**config.mk**
```make
export PLATFORM = sky130hd
export DESIGN_NAME = pwmdc_front
export DESIGN_NICKNAME = d
export VERILOG_FILES = /design/src/pwmdc_pkg.sv /design/src/pwmdc_front.sv
export SDC_FILE = /design/constraint.sdc
export NUM_CORES = 1
export LEC_CHECK = 0
export ABC_CLOCK_PERIOD_IN_PS = 19100
export BUFFER_PORTS_ARGS = -buffer_cell sky130_fd_sc_hd__buf_4
export CORE_ASPECT_RATIO = 0.75
export CORE_MARGIN = 2
export CORE_UTILIZATION = 63
export DETAILED_ROUTE_END_ITERATION = 12
export PLACE_DENSITY_LB_ADDON = 0.2
export REMOVE_ABC_BUFFERS = 1
export SLEW_MARGIN = 0
export SYNTH_ARGS = -nofsm -noshare
export SYNTH_HDL_FRONTEND = slang
export SYNTH_SLANG_ARGS = --single-unit
```
**constraint.sdc**
```tcl
create_clock -name vclk -period 19.1
set_input_delay 3.82 -clock vclk [all_inputs]
set_output_delay 3.82 -clock vclk [all_outputs]
set_load 0.1 [all_outputs]
```
**src/pwmdc_pkg.sv**
```systemverilog
// Shared types and constants for the PWM divider and edge calculator.
`default_nettype none
package pwmdc_pkg;

  localparam int unsigned DataW = 32;
  localparam int unsigned QuoW = 32;

  typedef enum logic [2:0] {
    ST_OK        = 3'd0,
    ST_BAD_CHAN  = 3'd1,
    ST_ZERO_PER  = 3'd2,
    ST_PULSE_BIG = 3'd3,
    ST_DIV_BIG   = 3'd4
  } status_e;

  typedef enum logic [1:0] {
    CFG_CHANNEL_COUNT = 2'd0,
    CFG_PERIOD_BITS   = 2'd1,
    CFG_DIVIDER_BITS  = 2'd2
  } cfg_idx_e;

  // Classified request passed from the front end to the back end.
  typedef struct packed {
    status_e     status;
    logic [7:0]  chan;
    logic        pul_zero;
    logic        inv;
    logic [31:0] per;
    logic [31:0] pul;
    logic [5:0]  pbits;
  } job_t;

  // Result item.
  typedef struct packed {
    status_e     status;
    logic [7:0]  chan;
    logic        tvalid;
    logic [31:0] divv;
    logic [31:0] perv;
    logic [31:0] rise;
    logic [31:0] fall;
    logic        en;
    logic        invb;
  } res_t;

endpackage
`default_nettype wire

```
**src/pwmdc_front.sv**
```systemverilog
// Front end: request checks in priority order, including the divider range check.
`default_nettype none
module pwmdc_front
  import pwmdc_pkg::*;
(
  input  wire logic [7:0]  chan_cnt_i,
  input  wire logic [5:0]  pbits_i,
  input  wire logic [5:0]  dbits_i,
  input  wire logic [7:0]  chan_i,
  input  wire logic [31:0] per_i,
  input  wire logic [31:0] pul_i,
  input  wire logic        inv_i,
  output job_t             job_o
);
  logic [5:0]  pb, db;
  logic        div_big;

  // With limit M = 2^pb, D = floor(per/(M+1)). The divider exceeds the
  // allowed maximum exactly when per >= (maxdiv+1)*(M+1); the divider
  // itself is computed exactly in the back end.
  logic [66:0] bound;

  always_comb begin
    pb = (pbits_i > 6'd32) ? 6'd32 : pbits_i;
    db = (dbits_i > 6'd32) ? 6'd32 : dbits_i;
    // (2^db)*(2^pb + 1) = 2^(db+pb) + 2^db : shifts only. The exponent
    // reaches 64, so it is summed in seven bits.
    bound = (67'd1 << (7'(db) + 7'(pb))) + (67'd1 << db);
    div_big = ({35'd0, per_i} >= bound);
    job_o.chan     = chan_i;
    job_o.per      = per_i;
    job_o.pul      = pul_i;
    job_o.inv      = inv_i;
    job_o.pul_zero = (pul_i == '0);
    job_o.pbits    = pb;
    priority if (chan_i >= chan_cnt_i) begin
      job_o.status = ST_BAD_CHAN;
    end else if (per_i == '0) begin
      job_o.status = ST_ZERO_PER;
    end else if (pul_i > per_i) begin
      job_o.status = ST_PULSE_BIG;
    end else if (div_big) begin
      job_o.status = ST_DIV_BIG;
    end else begin
      job_o.status = ST_OK;
    end
  end
endmodule
`default_nettype wire

```
Yosys cells after proc, flatten, opt, wreduce, memory -nomap -nowiden
Cells that the tools add are included.
- add/subtract/negate cells: 2
- shift-type cells: 2
- $lt $le $gt $ge: 5
- reductions and logical operators: 2
- multiplexer cells: 6
- operator list (cell ; number):
    adder 67 bit ; 1
    greater-or-equal comparator 32 x 67 -> 1 bit ; 1
    << shifter 1 x 6 -> 67 bit, first input constant ; 1
    << shifter 1 x 7 -> 67 bit, first input constant ; 1
    logical NOT 32 bit ; 2
    > comparator 32 bit ; 1
    > comparator 6 bit, second input constant ; 2
    two-way mux 3 bit ; 4
    two-way mux 6 bit ; 2
    greater-or-equal comparator 8 bit ; 1
    adder 6 x 6 -> 7 bit ; 1
- output and inout bits: 83
- bits of input ports: 93
- bits in registers: 0

Depth between registers and ports, before layout
- depth in word-level cells: 10
- gate-level depth with buffers: 33
- gate-level depth less buffers: 31

Worst setup path before layout
Ideal clock, no wire load.
- path type: input -> output
- start: input port pbits_i[5]
- end: output port job_o[82] (netlist name)
- path buffers: 2
- path slack: 2944 ps
- stages: 31
- arrival time: 12336 ps
- cells stage by stage: nor2b_1 > ha_1 > a211oi_1 > o21bai_1 > a21oi_1 > xor2_1 > and2_1 > nand2b_1 > clkbuf_1 > nor2_1 > ha_1 > clkbuf_1 > and4_1 > and2_1 > a21boi_0 > o21ai_0 > nand3_1 > a21boi_0 > o21ai_0 > xnor2_1 > ha_1 > o221ai_1 > a211oi_1 > o211ai_1 > or3_1 > nor4_1 > nand4_1 > or4b_1 > or4_1 > a2111oi_2 > and4_1
- RTL lines (item ; RTL line ; RTL):
    from (decl) ; pwmdc_front.sv:7 ; input wire logic [5:0] pbits_i,
    to (decl) ; pwmdc_front.sv:13 ; output job_t job_o

==> flow_metrics.tcl <==
set metrics [dict create \
    outcome "complete, no violations" \
    final_area_um2 8610 \
    yosysUniqueCellTypes 72 \
    first_pass_iters 7 \
    design.seq.count 0 \
    dieArea_um2 13200 \
    io_pins 176 \
    met3_wirelength_mm 4.42 \
    grt_max_degree 24 \
    hp-class "input pin to primary output" \
    initial_core_util_pct 65.6 \
    slew_headroom_pct 33.2 \
    drtIter0Drc 1294 \
    cp-end-kind "primary output" \
    fin_setup_tns_ns 0 \
    grt_overflow_total 0 \
    critPathLaunchType "input pin" \
    crit_type "input pin to primary output" \
    post_cts_buffers 0 \
    regArea_um2 0 \
    core_area_um2 11800 \
    antenna_left 0 \
    drive_gt1_share_pct 15.0 \
    fillers 1040 \
    setup_viol 0 \
    cts-resized-gates 0 \
    syn_area_um2 7720 \
    wl_met2_mm 10.2 \
    worst_ep_required_time_ns 15.28 \
    antenna_found_initial 0 \
    nNetsFinal 1515 \
    ys_seq_area_share_pct 0 \
    first_global_vias 8425 \
    critPathMaxStageDelay_ns 0.57 \
    via_per_inst 6.59 \
    leakage_uw 0.00398 \
    path_max_fanout 13 \
    met1_length_mm 12.1 \
    synth_top_area_cell "ha_1" \
    cts.hold.buffers_added 0 \
    hold_violations 0 \
    drt_wl_total_mm 27.2 \
    arrival_ns 12.45 \
    die_w_um 132 \
    synth_common_cells "nor2_1 (158), ha_1 (142), a21oi_1 (111), nand2_1 (101), o21ai_0 (74)" \
    core.rowCount 34 \
    fmax_ghz 0.0615 \
    yosysMostFrequentCell "nor2_1" \
    yosys.area.top_type_share_pct 23.0 \
    layout_setup_ws_ns 2.83 \
    finalCritPeriodShare_pct 85.2 \
    synthTopCellsByArea "ha_1 (23%), nor2_1 (7.7%), a21oi_1 (7.2%)" \
    ir_drop_v 0.0000362 \
    rsz0062_at_grt "false" \
    area_delta_synth_final_pct 11.4 \
    dp_hpwl_mm 23.0 \
    remaining_drc_errors 0 \
    numPortBuffers 174 \
    routedWlPerCell_um 18.9 \
    top_layer_used "met4" \
    p_per_area_nw_per_um2 25.8 \
    grt_pass1_wl_mm 43.4 \
    slowest_stage "o21ai_0" \
    vias 9475 \
    worst_pin_slew_ns 0.992 \
    netlist_instances 1195 \
    cp_common_cell "ha_1" \
    worstSetupStartpoint "dbits_i[5]" \
    hp-start "inv_i" \
    place.gp.congestion 1.04 \
    fp.dieH_um 99.9 \
    drv_slew 0 \
    drv_cap 0 \
    dpl-instance-area_um2 8610 \
    period_needed_ns 16.27 \
    n_clock_buffer 0 \
    syn_area_per_cell_um2 6.46 \
    post-place-ws_ns 3.22 \
    yosys_warnings 0 \
    antenna_cells 0 \
    grt_usage_pct 39.9 \
]
==> critical path, delay by kind of cell <==
family                   cells  cell delay [ns]
AND/OR/NAND/NOR             11             3.50
AO/OA/AOI/OAI               13             3.21
adder cells (fa/ha/maj)      3             1.03
XOR/XNOR                     2             0.47
buffers and inverters        2             0.43
==> cell type report <==
cell class / count / area, µm² / area share, %
multi-input combinational: 1041 / 6870 / 79.8
timing repair buffer: 174 / 1310 / 15.2
inverter: 61 / 229 / 2.66
tap: 162 / 203 / 2.36
==> per-layer routing <==
metal  GRT usage (%)  up-vias
met4            7.11        0
met1            60.2     4297
met2            55.4      683
met5               0        -
li1                -     4446
met3            12.0       49
==> report_power, final <==
group	switching, µW	internal, µW	leakage (µW)
combinational	159	63.3	0.00398
sequential	0	0	0
clock	0	0	0
total	159	63.3	0.00398
==> path summary, 6_finish.rpt <==
kind	end	cells after the start
max	job_o[82]	31
min	job_o[70]	0
==> cell families (layout without fill, tap and decap cells) <==
logic type                 Yosys count  in the layout  share of synthesized area (%)
and+or+nand+nor                    477            477                           30.1
adders and majority gates          144            144                           23.5
AOI/OAI and AO/OA                  339            339                           28.1
buffers and inverters              184            235                           12.6
muxes                                1              1                          0.130
other                                1             31                         0.0485
xor gates and xnor gates            49             49                           5.56
==> stage by stage <==
step	power, µW	hold WS (ns)	util [%]	instances
after detailed placement	215	7.64	73.0	1438
final	222	7.64	73.0	1438
after floorplan	91.6	7.64	-	1102
after global routing	236	7.64	73.0	1438
after global placement	212	7.64	73.0	1438
after CTS	215	7.64	73.0	1438
==> cell usage in the layout, fill, tap and decap left out, types with 4 or more instances in the layout <==
cell type	instances
buf_4	174
nor2_1	158
ha_1	142
a21oi_1	111
nand2_1	101
o21ai_0	74
inv_1	61
nand4_1	43
conb_1	31
nand3_1	29
xor2_1	27
nor3_1	25
nor4_1	25
a21o_1	25
nor2b_1	24
nand2b_1	23
xnor2_1	22
o21bai_1	14
a31oi_1	13
a211oi_1	12
o21a_1	12
and4_1	10
and2_1	8
o211ai_1	8
o221ai_1	6
or2_2	5
or3_1	5
or4_1	5
o31ai_1	5
nand3b_1	4
a221oi_1	4
a2111o_1	4
a211o_1	4
o21ai_1	4
(Power assumes the default switching activity.)
