### src/pwmdc_fifo.sv
// Small synchronous queue used between stages.
`default_nettype none
module pwmdc_fifo #(
  parameter int unsigned Width = 8,
  parameter int unsigned Depth = 2
) (
  input  wire logic             clk_i,
  input  wire logic             rst_ni,
  input  wire logic             push_i,
  input  wire logic [Width-1:0] data_i,
  output logic                  full_o,
  input  wire logic             pop_i,
  output logic [Width-1:0]      data_o,
  output logic                  empty_o
);
  localparam int unsigned AW = (Depth > 1) ? $clog2(Depth) : 1;

  logic [Width-1:0] mem_q [Depth];
  logic [AW-1:0]    wr_q, wr_d, rd_q, rd_d;
  logic [AW:0]      cnt_q, cnt_d;
  logic             do_push, do_pop;

  assign full_o  = (cnt_q == AW'(0) + (AW+1)'(Depth));
  assign empty_o = (cnt_q == '0);
  assign do_push = push_i && !full_o;
  assign do_pop  = pop_i && !empty_o;
  assign data_o  = mem_q[rd_q];

  always_comb begin
    wr_d  = wr_q;
    rd_d  = rd_q;
    cnt_d = cnt_q;
    if (do_push) begin
      wr_d = (wr_q == AW'(Depth - 1)) ? '0 : wr_q + 1'b1;
    end
    if (do_pop) begin
      rd_d = (rd_q == AW'(Depth - 1)) ? '0 : rd_q + 1'b1;
    end
    if (do_push && !do_pop) begin
      cnt_d = cnt_q + 1'b1;
    end else if (do_pop && !do_push) begin
      cnt_d = cnt_q - 1'b1;
    end
  end

  always_ff @(posedge clk_i or negedge rst_ni) begin
    if (!rst_ni) begin
      wr_q  <= '0;
      rd_q  <= '0;
      cnt_q <= '0;
    end else begin
      wr_q  <= wr_d;
      rd_q  <= rd_d;
      cnt_q <= cnt_d;
    end
  end

  always_ff @(posedge clk_i) begin
    if (do_push) begin
      mem_q[wr_q] <= data_i;
    end
  end
endmodule
`default_nettype wire

### config.mk
export PLATFORM = sky130hd
export DESIGN_NAME = pwmdc_fifo
export DESIGN_NICKNAME = d
export VERILOG_FILES = /design/src/pwmdc_fifo.sv
export SDC_FILE = /design/constraint.sdc
export NUM_CORES = 1
export LEC_CHECK = 0
export BUFFER_PORTS_ARGS = -buffer_cell sky130_fd_sc_hd__clkbuf_2
export CAP_MARGIN = 20
export CORE_MARGIN = 2
export CORE_UTILIZATION = 45
export DETAILED_ROUTE_END_ITERATION = 6
export PLACE_DENSITY = 0.7
export SLEW_MARGIN = 20
export SYNTH_ARGS = -nofsm -noshare
export SYNTH_HDL_FRONTEND = slang
export SYNTH_SLANG_ARGS = --single-unit
### constraint.sdc
create_clock -name clk_i -period 2.15 [get_ports clk_i]
set_clock_uncertainty 0.05 [all_clocks]
set_input_delay 0.43 -clock clk_i [delete_from_list [all_inputs] [get_ports clk_i]]
set_output_delay 0.43 -clock clk_i [all_outputs]
set_load 0.01 [all_outputs]
## Yosys cells after proc, flatten, opt, wreduce, memory -nomap -nowiden

Memory sizes are Yosys's and may differ from the RTL's.
Cells that the tools add are included.

| operators by class | value |
|---|---|
| reduce and logical (&&, ||, !) cells | 10 |
| mux-type cells | 6 |
| equality and inequality tests | 1 |
| add/sub/neg operators | 4 |

Operators by type and width:

| cell | count |
|---|---|
| $logic_and A1 B1 Y1 | 4 |
| $logic_not A1 Y1 | 4 |
| $mux W1 | 4 |
| $mux W2 | 2 |
| $add A1 B1 Y1 const B | 2 |
| $add A2 B1 Y2 const B | 1 |
| $eq A2 B2 Y1 const B | 1 |
| $logic_not A2 Y1 | 1 |
| $reduce_bool A2 Y1 | 1 |
| $sub A2 B1 Y2 const B | 1 |

| storage, ports and cells | value |
|---|---|
| flip-flop bits (word level) | 4 |
| logic and storage cells | 25 |
| output and inout bits | 10 |
| memories kept | 1 |
| bits in writable memories | 16 |
| input port bits | 12 |

Memories:

| memory | depth | width | rd ports | clocked after memory_dff | write ports | RTL line | source |
|---|---|---|---|---|---|---|---|
| mem_q | 2 | 8 | 1 | 0 | 1 | 18 | `logic [Width-1:0] mem_q [Depth];` |

## Logic depth before layout (Yosys ltp)

| depth | value |
|---|---|
| word-level depth | 7 |
| depth in mapped cells | 7 |
| mapped depth without buffers | 7 |

## Worst setup path before layout

OpenSTA, ideal clock, no wires.

| timing | value |
|---|---|
| path type | flip-flop to flip-flop |
| start | register cnt_q[0] |
| end | memory mem_q[0][0] (enable) |
| setup time | 0.370 ns |
| clock period less this slack | 1.442 ns |
| path buffers | 0 |
| stages on the path, launching flop included | 4 |
| slack | 0.708 ns |
| data required time | 1.730 ns |
| arrival time | 1.022 ns |
| cells stage by stage | dfrtp_1 nand2b_1 nand2_2 nor2_1 |

| between the ends | value |
|---|---|
| word-level cells in the longest chain between the ends | 5 |

RTL lines:

| element | RTL line | source |
|---|---|---|
| start: declaration | 20 | `logic [AW:0] cnt_q, cnt_d;` |
| start signal: assignment | 54 | `cnt_q <= cnt_d;` |
| $eq A2 B2 Y1 | 23 | `assign full_o = (cnt_q == AW'(0) + (AW+1)'(Depth));` |
| $logic_not A1 Y1 | 25 | `assign do_push = push_i && !full_o;` |
| $logic_and A1 B1 Y1 | 25 |  |
| $mux W1 | 59 | `if (do_push) begin` |
| $mux W1 (implied by the code) | 60 | `mem_q[wr_q] <= data_i;` |
| end: declaration | 18 |  |

Every way passes these cells.

## Final worst setup path

| timing | value |
|---|---|
| start | register rd_q |
| end | output data_o[7] |

| between the ends | value |
|---|---|
| word-level cells in the longest chain between the ends | 1 |

RTL lines:

| element | RTL line | source |
|---|---|---|
| start: declaration | 19 | `logic [AW-1:0] wr_q, wr_d, rd_q, rd_d;` |
| start signal: assignment | 53 | `rd_q <= rd_d;` |
| $mem_v2 Z2 W8 | -- |  |
| end: declaration | 13 | `output logic [Width-1:0] data_o,` |

Every way passes these cells.

==> impl_results.md <==
- CP Class: reg -> out
- Crit share post-route: 0.865
- Wirelength per Cell: 12.1 um
- Dominant cell type by area after synthesis: edfxtp_1
- Area Overhead vs Synth: 20.6%
- DRT iter0 DRCs: 6
- Clock tree buffer depth: 2
- Top delay family on crit path: flip-flops
- Worst Hold Depth: 1
- Slowest stage cell, crit path: dfrtp_1
- Pwr Density: about 1300 nW/um^2
- Top cells by area, synth: edfxtp_1 (61%), dfrtp_1 (13%), mux2_1 (8.6%)
- Global-route wire length before repair: 1.60 mm
- Status: completed
- Worst-path clk slew: 100 ps
- Max Slew Vio Count: 0
- Min Tclk post-route: 1860 ps
- CP Launch Type: flip-flop
- ANT nets after route: 0
- Max Clock Freq: 0.538 GHz
- Via count: 428
- Placer Congestion: about 0.65
- CP Capture Type: primary output
- Die Span X: between 40 and 50 um
- Total GRT Usage: 0.113
- Share of post-route cells with drive strength above 1: 0.420
- Core Area: 1670 um^2
- DR pass1 iterations: 2
- # setup viols final: 0
- R2r worst-path depth: 7
- Initial antenna violation count: 0
- Row cnt: 15
- Number of synthesized flops with an enable pin: 16
- Normalized max-slew margin: 0.731
- Synth Instances: 44
- Min-Delay Path Class: in -> reg
- Warnings, synthesis: 0
- H-tree depth: 1
- Antenna diode count: 0
- Vias/cell: between 4 and 5
- Num Clock Sinks: 20
- Placed Cells: 82
- Least-Margin Pin Slew: 404 ps
- Initial Util: 0.468
- Buf/Inv on CP: 1
- Setup TNS: 0 ps
- Post-Route WL: about 1.0 mm
- Worst skew pair latency: 280 ps
- Die area: 2090 um^2
- Leakage power: 0.401 nW
- Gr ovfl total: 0
- Mapped Area: 782 um^2
- Flops & latches, synth: 20
- Root buffer cell: clkbuf_4
- Final hold violations: 0
- Largest net degree at the start of global routing: 11
- Critical Path Stages: 2
- Crit-path max FO: 9
- Detailed placement HPWL: between 700 and 800 um
- Async S/R FF share, synth: 0.200
- Slowest Stage Delay on Critical Path: 590 ps
- Via count of the first global-routing pass: 397
- DRC: 0
- FILL cells: ~150
- CP Data Arrival Time: 1380 ps
- R2r setup slk: slightly above 600 ps
- Unrepaired setup endpoints after global routing: false
- TritonCTS Buffers: 3
- Nets: 84
- Max cap viols: 0
- Sequential area share after synthesis: 0.742
- Post-synth cell types: 15
- Mapped Nets: 57
- IO Count: 22
- Critical path required time: 1670 ps
- Worst path cell trace: mux2_2, clkbuf_2
- Most common flop cell mapped by yosys: edfxtp_1
- Maximum vdd ir drop: 0.708 mV
- Die Ht: ~46 um
- Non-Filler Instances: 86
- IO buf count: 21
- Top cell type's share of synthesized area: 0.614
- CTS tree: yes
- Syn Area/Cell: roughly 18 um^2
[power breakdown]
part           switching, mW  internal, mW
clock                 0.0946        0.0649
combinational          0.193         0.206
sequential            0.0837         0.541
[sequential cells by signal, indices dropped and copies added, names as in the netlist]
register / flops
rd_q: 1
mem_q: 16
wr_q: 1
cnt_q: 2
[stage by stage]
stage	hold WS, ps	setup WS [ps]	total power [mW]	cell area, um^2	utilization
detailed placement	195	575	1.04	911	0.545
CTS	271	249	1.20	943	0.565
finish	277	291	1.18	943	0.565
global placement	192	610	1.03	911	0.545
floorplan	84.4	708	0.896	782	-
global route	264	199	1.27	943	0.565
[synth_stat cells (2+ instances only)]
cell	count
dfrtp_1	4
mux2_1	6
xor2_1	2
xnor2_1	2
edfxtp_1	16
inv_1	2
nor2_1	3
mux2_2	2
[timing repair]
| item | in CTS | in global routing |
|---|---|---|
| endpoints found under the hold margin | 4 | 0 |
| buffers inserted | 0 | 0 |
| hold buffers | 1 | 0 |
| gates resized for setup | 0 | 0 |
[cells in the final DEF (no fill, tap or decap), types with 2 or more instances in the layout]
cell type,instances
mux2_1,6
mux2_2,2
edfxtp_1,16
xor2_1,2
xnor2_1,2
inv_1,2
clkbuf_4,3
clkbuf_2,21
dfrtp_1,4
nor2_1,3
[logic make-up after synthesis]
family | count (synthesis) | synth area share
DFF | 20 | 0.742
buffers and inverters | 3 | 0.0160
AOI/OAI and AO/OA | 1 | 0.00639
adders and majority gates | 1 | 0.0160
muxes | 8 | 0.115
and+or+nand+nor | 6 | 0.0384
xor gates and xnor gates | 5 | 0.0656
[layout make-up]
cell class                 instances  area [um^2]  share of cell area
inverter                           2         7.51             0.00796
sequential                        20          581               0.615
timing repair buffer              23          123               0.130
tap                               17         21.3              0.0225
multi-input combinational         21          189               0.200
clock buffer                       3         22.5              0.0239
[per-layer routing]
metal,track usage,vias to the layer above,part of all wire
met5,0,-,0
met3,0.0397,0,0.055
met2,0.177,15,0.52
li1,-,208,-
met1,0.132,205,0.42
met4,0.0706,0,0
[worst paths after layout]
check,startpoint,endpoint
max,rd_q$_DFFE_PN0P_,data_o[7]
min,data_i[0],mem_q[0][0]$_DFFE_PP_
max reg2reg,cnt_q[0]$_DFFE_PN0P_,cnt_q[1]$_DFFE_PN0P_
min reg2reg,wr_q$_DFFE_PN0N_,wr_q$_DFFE_PN0N_
max in group asynchronous,rst_ni,rd_q$_DFFE_PN0P_
min in group asynchronous,rst_ni,cnt_q[1]$_DFFE_PN0P_
Note: power is estimated with default switching activity, not from simulation.
